--- config.mk ---
export PLATFORM = sky130hd
export DESIGN_NAME = mna_recip
export DESIGN_NICKNAME = d
export VERILOG_FILES = /design/src/hw/rtl/assert_macros.svh /design/src/hw/rtl/mna_pkg.sv /design/src/hw/rtl/mna_recip.sv
export SDC_FILE = /design/constraint.sdc
export NUM_CORES = 1
export LEC_CHECK = 0
export ABC_AREA = 1
export ABC_CLOCK_PERIOD_IN_PS = 4700
export BUFFER_PORTS_ARGS = -buffer_cell sky130_fd_sc_hd__buf_2
export CAP_MARGIN = 10
export CORE_ASPECT_RATIO = 1.5
export CORE_MARGIN = 4
export CORE_UTILIZATION = 58
export CTS_BUF_LIST = sky130_fd_sc_hd__clkbuf_8
export CTS_CLUSTER_DIAMETER = 80
export DETAILED_ROUTE_END_ITERATION = 6
export PLACE_DENSITY = 0.91
export SYNTH_ARGS = -nofsm -noshare
export SYNTH_HDL_FRONTEND = slang
export SYNTH_SLANG_ARGS = --single-unit
--- constraint.sdc ---
create_clock -name clk -period 4.7 [get_ports clk]
set_clock_uncertainty 0.15 [all_clocks]
set_input_delay 0 -clock clk [delete_from_list [all_inputs] [get_ports clk]]
set_output_delay 0 -clock clk [all_outputs]
set_load 0.02 [all_outputs]
--- src/hw/rtl/assert_macros.svh ---
// Assertion macros used by the top-level RTL module of the MNA stamper.
`ifndef ASSERT_MACROS_SVH
`define ASSERT_MACROS_SVH

// A condition that holds at every clock edge outside reset.
`define ASSERT_ALWAYS(lbl, clk, rst, expr) \
  lbl: assert property (@(posedge clk) disable iff (rst) (expr)) \
    else $error("assertion failed");

// A condition that implies another one in the same cycle.
`define ASSERT_IMPLY(lbl, clk, rst, ante, cons) \
  lbl: assert property (@(posedge clk) disable iff (rst) (ante) |-> (cons)) \
    else $error("assertion failed");

// A condition that implies another one in the next cycle.
`define ASSERT_NEXT(lbl, clk, rst, ante, cons) \
  lbl: assert property (@(posedge clk) disable iff (rst) (ante) |=> (cons)) \
    else $error("assertion failed");

`endif

--- src/hw/rtl/mna_pkg.sv ---
// Package with codes, widths and saturating arithmetic of the MNA stamper.
`timescale 1ns / 1ps
`default_nettype none
package mna_pkg;

  localparam int VALUE_WIDTH = 32;
  localparam int FRAC_BITS   = 16;
  localparam int ADD_W       = VALUE_WIDTH + 1;
  localparam int DIV_W       = 2 * FRAC_BITS + 1;
  localparam int MAX_DIM_DEF = 128;

  localparam logic [1:0] CMD_STAMP  = 2'd0;
  localparam logic [1:0] CMD_RD_MAT = 2'd1;
  localparam logic [1:0] CMD_RD_VEC = 2'd2;
  localparam logic [1:0] CMD_CLEAR  = 2'd3;

  localparam logic [1:0] KIND_RES = 2'd0;
  localparam logic [1:0] KIND_CUR = 2'd1;
  localparam logic [1:0] KIND_VS  = 2'd2;
  localparam logic [1:0] KIND_IND = 2'd3;

  localparam logic [1:0] STATUS_OK        = 2'd0;
  localparam logic [1:0] STATUS_RANGE     = 2'd1;
  localparam logic [1:0] STATUS_ZERO_RES  = 2'd2;
  localparam logic [1:0] STATUS_EXHAUSTED = 2'd3;

  localparam logic [VALUE_WIDTH-1:0] VMAX = {1'b0, {(VALUE_WIDTH-1){1'b1}}};
  localparam logic [VALUE_WIDTH-1:0] VMIN = {1'b1, {(VALUE_WIDTH-1){1'b0}}};

  localparam logic signed [ADD_W-1:0] ADD_ONE = ADD_W'(1 << FRAC_BITS);
  localparam logic signed [ADD_W-1:0] ADD_MINUS_ONE = -ADD_ONE;

  typedef struct packed {
    logic clr;
    logic rd;
    logic wr;
    logic vec;
  } mem_ctl_t;

  // Adds a wide addend to a stored value and clamps to the value range.
  function automatic logic [VALUE_WIDTH-1:0] sat_add(
    input logic [VALUE_WIDTH-1:0] a,
    input logic [ADD_W-1:0]       b
  );
    logic [VALUE_WIDTH+1:0] s;
    s = {{2{a[VALUE_WIDTH-1]}}, a} + {b[ADD_W-1], b};
    if (s[VALUE_WIDTH+1:VALUE_WIDTH-1] == 3'b000 ||
        s[VALUE_WIDTH+1:VALUE_WIDTH-1] == 3'b111) begin
      return s[VALUE_WIDTH-1:0];
    end else if (s[VALUE_WIDTH+1]) begin
      return VMIN;
    end else begin
      return VMAX;
    end
  endfunction

endpackage
`default_nettype wire

--- src/hw/rtl/mna_recip.sv ---
// Bit-serial reciprocal unit: computes 2^32 / divisor, truncated and saturated.
`timescale 1ns / 1ps
`default_nettype none
module mna_recip import mna_pkg::*; (
  input  logic                   clk,
  input  logic                   rst,
  input  logic                   start,
  input  logic [VALUE_WIDTH-1:0] divisor,
  output logic                   done,
  output logic [VALUE_WIDTH-1:0] quotient
);

  localparam int CW = $clog2(DIV_W + 1);

  logic                   busy;
  logic                   fin;
  logic                   first;
  logic                   neg;
  logic [CW-1:0]          cnt;
  logic [VALUE_WIDTH-1:0] dmag;
  logic [VALUE_WIDTH-1:0] rem;
  logic [DIV_W-1:0]       q;

  logic [VALUE_WIDTH:0]   sh;
  logic [VALUE_WIDTH:0]   diff;
  logic                   ge;
  logic [VALUE_WIDTH-1:0] rem_next;
  logic [VALUE_WIDTH-1:0] clamped;

  // The dividend is a single one followed by zeros, so only the first step shifts in a one.
  assign sh       = {rem, first};
  assign ge       = sh >= {1'b0, dmag};
  assign diff     = sh - {1'b0, dmag};
  assign rem_next = ge ? diff[VALUE_WIDTH-1:0] : sh[VALUE_WIDTH-1:0];

  always_comb begin
    if (!neg) begin
      clamped = (q > DIV_W'(VMAX)) ? VMAX : q[VALUE_WIDTH-1:0];
    end else begin
      clamped = (q > DIV_W'(VMIN)) ? VMIN : -q[VALUE_WIDTH-1:0];
    end
  end

  always_ff @(posedge clk) begin
    if (rst) begin
      busy <= 1'b0;
      fin  <= 1'b0;
      done <= 1'b0;
    end else begin
      done <= 1'b0;
      if (start) begin
        busy  <= 1'b1;
        fin   <= 1'b0;
        first <= 1'b1;
        cnt   <= CW'(DIV_W - 1);
        rem   <= '0;
        q     <= '0;
        neg   <= divisor[VALUE_WIDTH-1];
        dmag  <= divisor[VALUE_WIDTH-1] ? -divisor : divisor;
      end else if (busy) begin
        rem   <= rem_next;
        q     <= {q[DIV_W-2:0], ge};
        first <= 1'b0;
        if (cnt == '0) begin
          busy <= 1'b0;
          fin  <= 1'b1;
        end else begin
          cnt <= cnt - 1'b1;
        end
      end else if (fin) begin
        fin      <= 1'b0;
        done     <= 1'b1;
        quotient <= clamped;
      end
    end
  end

endmodule
`default_nettype wire

==> summary.md, run 1 <==
| Metric | Value |
|---|---|
| Status | `finished, final reports clean` |
| CTS root buffer | `clkbuf_8` |
| Number of global-route vias before repair | `9987` |
| Critical-path cell list | `dlygate4sd3_1 -> buf_2 -> inv_1 -> ha_1 -> nand4_1 -> nor2_1 -> inv_1 -> nor2_1 -> nand4_1 -> o21ai_0 -> nand2_1 -> dlygate4sd3_1 -> nand2_1 -> dlygate4sd3_1` |
| P_sw | `1270 µW` |
| Cell internal pwr | `2200 µW` |
| Cell taking the most area after synthesis | `edfxtp_1` |
| Core area | `17400 µm²` |
| Worst Path Max Fanout | `4` |
| Final setup TNS | `0 ns` |
| RSZ-0062 raised after global routing | `no` |
| Final period utilization | `70.0%` |
| Overall global routing resource usage | `31.7%` |
| Clk pwr share | `26.9%` |
| Worst path most repeated cell | `dlygate4sd3_1` |
| Most numerous cell in the Yosys netlist | `nand2_1` |
| Initial DRC count | `868` |
| Synth Cell Area | `10300 µm²` |
| Critical Path RT | `4.88 ns` |
| Final hold viol count | `0` |
| Share of post-route cells with drive strength above 1 | `11.5%` |
| Area Growth Syn to Fin | `13.0%` |
| Buffers on Ports | `67` |
| FILL cells | `1352` |
| Top_reg_cell synth | `edfxtp_1` |
| Clock tree sinks | `140` |
| CTS clk-pin slew, worst paths | `0.09 ns` |
| Cts repair resizes | `0` |
| Placed insts | `1650` |
| Post-synthesis register bit count | `140` |
| Post-DRT Antenna Nets | `0` |
| Row count | `59` |
| Total grt overflow | `0` |
| Fmax | `0.304 GHz` |
| Worst Path Buf+Inv | `6` |
| Synth unique cells | `47` |
| Crit path max-delay family | `buffers and inverters` |
| Switching Fraction | `36.6%` |
| Combinational Power Share | `29.0%` |
| Fin crit period | `3.29 ns` |
| Global-route wire length before repair | `48800 µm` |
| Pleak | `0.00551 µW` |
| DR pass1 iterations | `5` |
| Post-synth EDFFs | `137` |
| Max clock buf depth | `2` |
| Hold WC Path Type | `primary input to register` |
| YS warnings | `0` |
| Post-CTS Setup Bufs | `0` |
| Delay of the slowest critical-path stage | `0.56 ns` |
| Post-synth top area share | `39.9%` |
| Die height | `171 µm` |
| Antenna diodes | `0` |
| Die Span X | `117 µm` |
| Sequential group share of total power | `44.1%` |
| Detail Placement HPWL | `21600 µm` |
| Initial Utilization | `59.1%` |
| Leading post-synthesis cells by cell area | `edfxtp_1 (40%), nand2_1 (14%), inv_1 (8.9%)` |
| # IOs | `68` |
| Mapped Nets | `1463` |
| Clk_lat worst skew | `0.46 ns` |
| Critical path endpoint category | `register` |
| Least-Margin Pin Slew | `0.909 ns` |
| Final cell count without fillers | `1730` |
| Rel. slew slack | `39.4%` |
| Asr flop ratio synth | `0%` |
| Final setup vio count | `0` |
| Layout Nets | `1576` |
| Detail-routed net length per standard cell | `17.8 µm` |
| Syn_area_per_cell | `7.41 µm²` |
| Antenna violations before repair | `0` |
| WP data arrival | `3.47 ns` |
| Total wire length | `30800 µm` |
| Routed vias | `9950` |
| Pwr dens | `298 nW/µm²` |
| Largest net degree at the start of global routing | `45` |
| Htree depth | `4` |
| DR DRC count | `0` |
| Total CTS buffers | `17` |
| Critical path's slowest cell | `dlygate4sd3_1` |
| Die ar. | `20000 µm²` |
| MaxCap Viol Count | `0` |
| CTS tree | `built` |
| RePlAce Congestion | `1.04` |
| Max-slew violation count | `0` |
| Core Util, Final | `66.8%` |
| VDD IR max | `0.181 mV` |
| Critical Path Start Type | `primary input` |
| Critical setup path kind | `primary input to register` |
| Most frequent cells after synthesis | `nand2_1 (377), inv_1 (244), nor2_1 (177)` |
| Vias/cell | `5.75` |
| Cell count after synthesis | `1391` |
| Sequential share of the synthesized area | `40.5%` |
[layout make-up]
class | instances | area, µm² | share of cell area (%)
clock inverter | 15 | 129 | 1.11
timing repair buffer | 122 | 868 | 7.46
tap | 213 | 267 | 2.29
multi-input combinational | 972 | 5020 | 43.2
sequential | 140 | 4170 | 35.9
inverter | 251 | 942 | 8.10
clock buffer | 17 | 234 | 2.01
[through the flow]
| step | total power, µW | hold WS (ns) | cell area [µm²] | setup WS [ns] |
|---|---|---|---|---|
| 2_1_floorplan | 2250 | -0.0783 | 10300 | 0.0559 |
| 3_3_place_gp | 2450 | 0.0435 | 10800 | 1.78 |
| 3_5_place_dp | 2480 | 0.0439 | 10800 | 1.74 |
| 4_1_cts | 3430 | 0.0695 | 11600 | 1.57 |
| 5_1_grt | 3640 | 0.0779 | 11600 | 1.29 |
| 6_report | 3470 | 0.0683 | 11600 | 1.41 |
[path summary, 6_finish.rpt]
path	from	endpoint	slack [ns]	cells past startpoint
setup / recovery	divisor[0]	dmag[30]$_DFFE_PP_	1.41	14
setup reg to reg	q[1]$_SDFFCE_PP0P_	quotient[20]$_DFFE_PP_	1.65	9
hold / removal	start	cnt[0]$_SDFFCE_PP0P_	0.07	2
hold reg to reg	busy$_SDFF_PP0_	done$_SDFF_PP0_	0.35	1
[cells by family after synthesis]
group | after synthesis | share of synthesized area, %
and+or+nand+nor | 814 | 35.6
buffers and inverters | 279 | 10.9
DFF | 140 | 40.5
AOI/OAI and AO/OA | 67 | 3.81
xor gates and xnor gates | 54 | 4.59
adders and majority gates | 37 | 4.57
[flip-flops by register name (all words and copies together), names as in the netlist]
register and count:
fin 1, cnt 6, dmag 32, q 33, neg 1, rem 32, done 1, first 1
quotient 32, busy 1
[worst register-to-register path: cells and delay by family, from the launching register on]
family | cells | cell delay (ns)
adders and majority gates | 1 | 0.27
AOI/OAI and AO/OA | 1 | 0.67
and+or+nand+nor | 6 | 1.19
DFF | 1 | 0.49
buffers and inverters | 1 | 0.15
[routing by layer]
layer  global-route usage [%]  share of wire, %  vias to the layer above
li1                         -                 -                     4667
met2                     56.1                52                      544
met1                     33.7                34                     4546
met4                     23.8               8.5                        0
met5                        0                 0                        -
met3                     3.91               6.2                      193
[timing repair]
item                                   in CTS  in global routing
setup endpoints to repair                   0                  0
hold buffers                               48                  0
endpoints found under the hold margin      36                  0
[power groups by stage]
stage	sequential, µW	clock [µW]	combinational [µW]
floorplan	1540	0	717
global placement	1550	0	903
detailed placement	1550	0	927
CTS	1520	925	976
global route	1540	988	1110
finish	1530	932	1010
[cells in the final DEF, fill, tap and decap left out, types with 15 or more instances in the layout]
cell type and count:
clkbuf_8 17, buf_2 67, edfxtp_1 137, nor2_2 23
o21ai_0 24, a21oi_1 23, ha_1 36, inv_1 244
nand3b_1 22, nand4_1 41, nand3_1 108, nor2_1 176
xor2_1 49, nand2_2 15, nand2_1 377, nor3_1 17
dlygate4sd3_1 48
(Power assumes the default switching activity.)
==> run 2, diff against run 1 <==
ABC_CLOCK_PERIOD_IN_PS = 3000   (was 4700)
clock period = 3 ns   (was 4.7 ns; I/O delays follow)
==> run 2 against run 1 <==
- total power is 62% higher
- wire length up 0.37%
- global-route usage up 0.23 points
- final cell count up 0.23%
- count of clock-buffer cells in the layout unchanged
- non-clock buffer count grew 2
- combinational power grew 57%
- largest cell class unchanged
- critical path type unchanged
- critical path depth shrank 1
- sequential share of layout area down 0.30 points
==> summary.md, run 2 (same netlist as run 1, synthesis figures left out) <==
| Metric | Value |
|---|---|
| Routed vias | `9951` |
| Least-Margin Pin Slew | `0.878 ns` |
| Most flop-heavy register | `q` |
| Worst R2R Path Depth | `12` |
| Die ar. | `20000 µm²` |
| FILL cells | `1346` |
| Initial DRC count | `974` |
| Most common cell after layout, fill and taps aside | `nand2_1` |
| Die Span X | `117 µm` |
| RePlAce Congestion | `0.975` |
| Clk_lat worst skew | `0.44 ns` |
| VDD IR max | `0.462 mV` |
| DR pass1 iterations | `6` |
| Final period utilization | `95.2%` |
| Area Growth Syn to Fin | `13.9%` |
| Largest net degree at the start of global routing | `47` |
| Total grt overflow | `0` |
| Placed insts | `1658` |
| Htree depth | `4` |
| FF-to-FF setup slack | `0.21 ns` |
| CTS clk-pin slew, worst paths | `0.09 ns` |
| Overall global routing resource usage | `31.9%` |
| Hold Path End | `first$_SDFFCE_PP1P_` |
| Reg-to-Reg End | `rem[17]$_SDFFCE_PP0P_` |
| Core Util, Final | `67.4%` |
| RSZ-0062 raised after global routing | `yes` |
| Total wire length | `30900 µm` |
| Antenna violations before repair | `2` |
| Die height | `171 µm` |
| Layout Nets | `1578` |
| Detail Placement HPWL | `22000 µm` |
| Detail-routed net length per standard cell | `17.8 µm` |
| Post-DRT Antenna Nets | `0` |
| CTS root buffer | `clkbuf_8` |
| Status | `finished, final reports clean` |
| Row count | `59` |
| Max FFs per register | `33` |
| Final hold viol count | `0` |
| Worst Path Max Fanout | `4` |
| Hold WS | `0.0438 ns` |
| Core area | `17400 µm²` |
| Total CTS buffers | `17` |
| Fmax | `0.350 GHz` |
| # IOs | `68` |
| Vias/cell | `5.74` |
| Pwr dens | `479 nW/µm²` |
| Commonest cells after routing, fill and taps aside | `nand2_1 (377), inv_1 (246), nor2_1 (174)` |
| Number of global-route vias before repair | `9857` |
| Max clock buf depth | `2` |
| Final setup vio count | `0` |
| Critical Path Start Type | `primary input` |
| Critical setup path kind | `primary input to register` |
| Rel. slew slack | `41.3%` |
| Critical path endpoint category | `register` |
| Max-slew violation count | `0` |
| RR Startpoint | `rem[27]$_SDFFCE_PP0P_` |
| Final Power | `5620 µW` |
| MaxCap Viol Count | `0` |
| Buffers on Ports | `67` |
| Initial Utilization | `59.1%` |
| Worst hold start | `start` |
| Hold Crit Depth | `2` |
| Pleak | `0.00555 µW` |
| Final setup TNS | `0 ns` |
| Global-route wire length before repair | `49600 µm` |
| Hold WC Path Type | `primary input to register` |
| Clock tree sinks | `140` |
| CTS tree | `built` |
| Critical Path RT | `3.05 ns` |
| WP data arrival | `2.91 ns` |
| Share of post-route cells with drive strength above 1 | `12.2%` |
| Post-CTS Setup Bufs | `0` |
| Final cell count without fillers | `1734` |
| Fin crit period | `2.86 ns` |
| DR DRC count | `0` |
run 2: repair_timing:
| item | in CTS | in global routing |
|---|---|---|
| hold endpoints to repair | 35 | 0 |
| gates resized for setup | 0 | 5 |
| setup endpoints to repair | 0 | 11 |
| hold buffers | 42 | 0 |
run 2: critical path, cell delays in order:
cell and delay (ns):
dlygate4sd3_1 0.54, buf_2 0.13, inv_1 0.12, ha_1 0.23, nand4_1 0.24, nor2_2 0.21, inv_1 0.09, nor2_2 0.18
nand2_1 0.14, o21ai_4 0.22, nand2_1 0.11, xor2_1 0.15, dlygate4sd3_1 0.55
run 2: final cells by class:
type,count,area (µm²),share of cell area [%]
clock inverter,15,174,1.48
multi-input combinational,972,5060,43.1
tap,213,267,2.27
antenna,2,5.00,0.0426
timing repair buffer,124,881,7.51
inverter,251,942,8.03
sequential,140,4170,35.6
clock buffer,17,234,1.99
run 2: worst max-delay path by stage:
stage / slack [ns] / startpoint / end
after detailed placement: 0.25 / rem[26]$_SDFFCE_PP0P_ / rem[15]$_SDFFCE_PP0P_
final: 0.14 / divisor[1] / dmag[28]$_DFFE_PP_
after CTS: 0.11 / divisor[0] / dmag[28]$_DFFE_PP_
after global routing: -0.03 / divisor[1] / dmag[28]$_DFFE_PP_
after floorplan: 0.17 / start / quotient[0]$_DFFE_PP_
after global placement: 0.33 / rem[25]$_SDFFCE_PP0P_ / q[0]$_SDFFCE_PP0P_
run 2: metrics by stage:
stage | setup WS [ns] | area [µm²]
after floorplan | 0.167 | 10300
after global placement | 0.334 | 10900
after detailed placement | 0.251 | 10900
after CTS | 0.105 | 11700
after global routing | -0.0309 | 11700
final | 0.143 | 11700
run 2: layer usage:
| layer | GRT usage (%) | share of wire (%) |
|---|---|---|
| met5 | 0 | 0 |
| met1 | 34.5 | 34 |
| met3 | 4.08 | 5.8 |
| met4 | 19.6 | 7.2 |
| met2 | 57.9 | 53 |
run 2: power breakdown:
group	switching, µW	internal, µW
Sequential	82.4	2310
Combinational	1050	538
Clock	814	822
Total	1950	3670
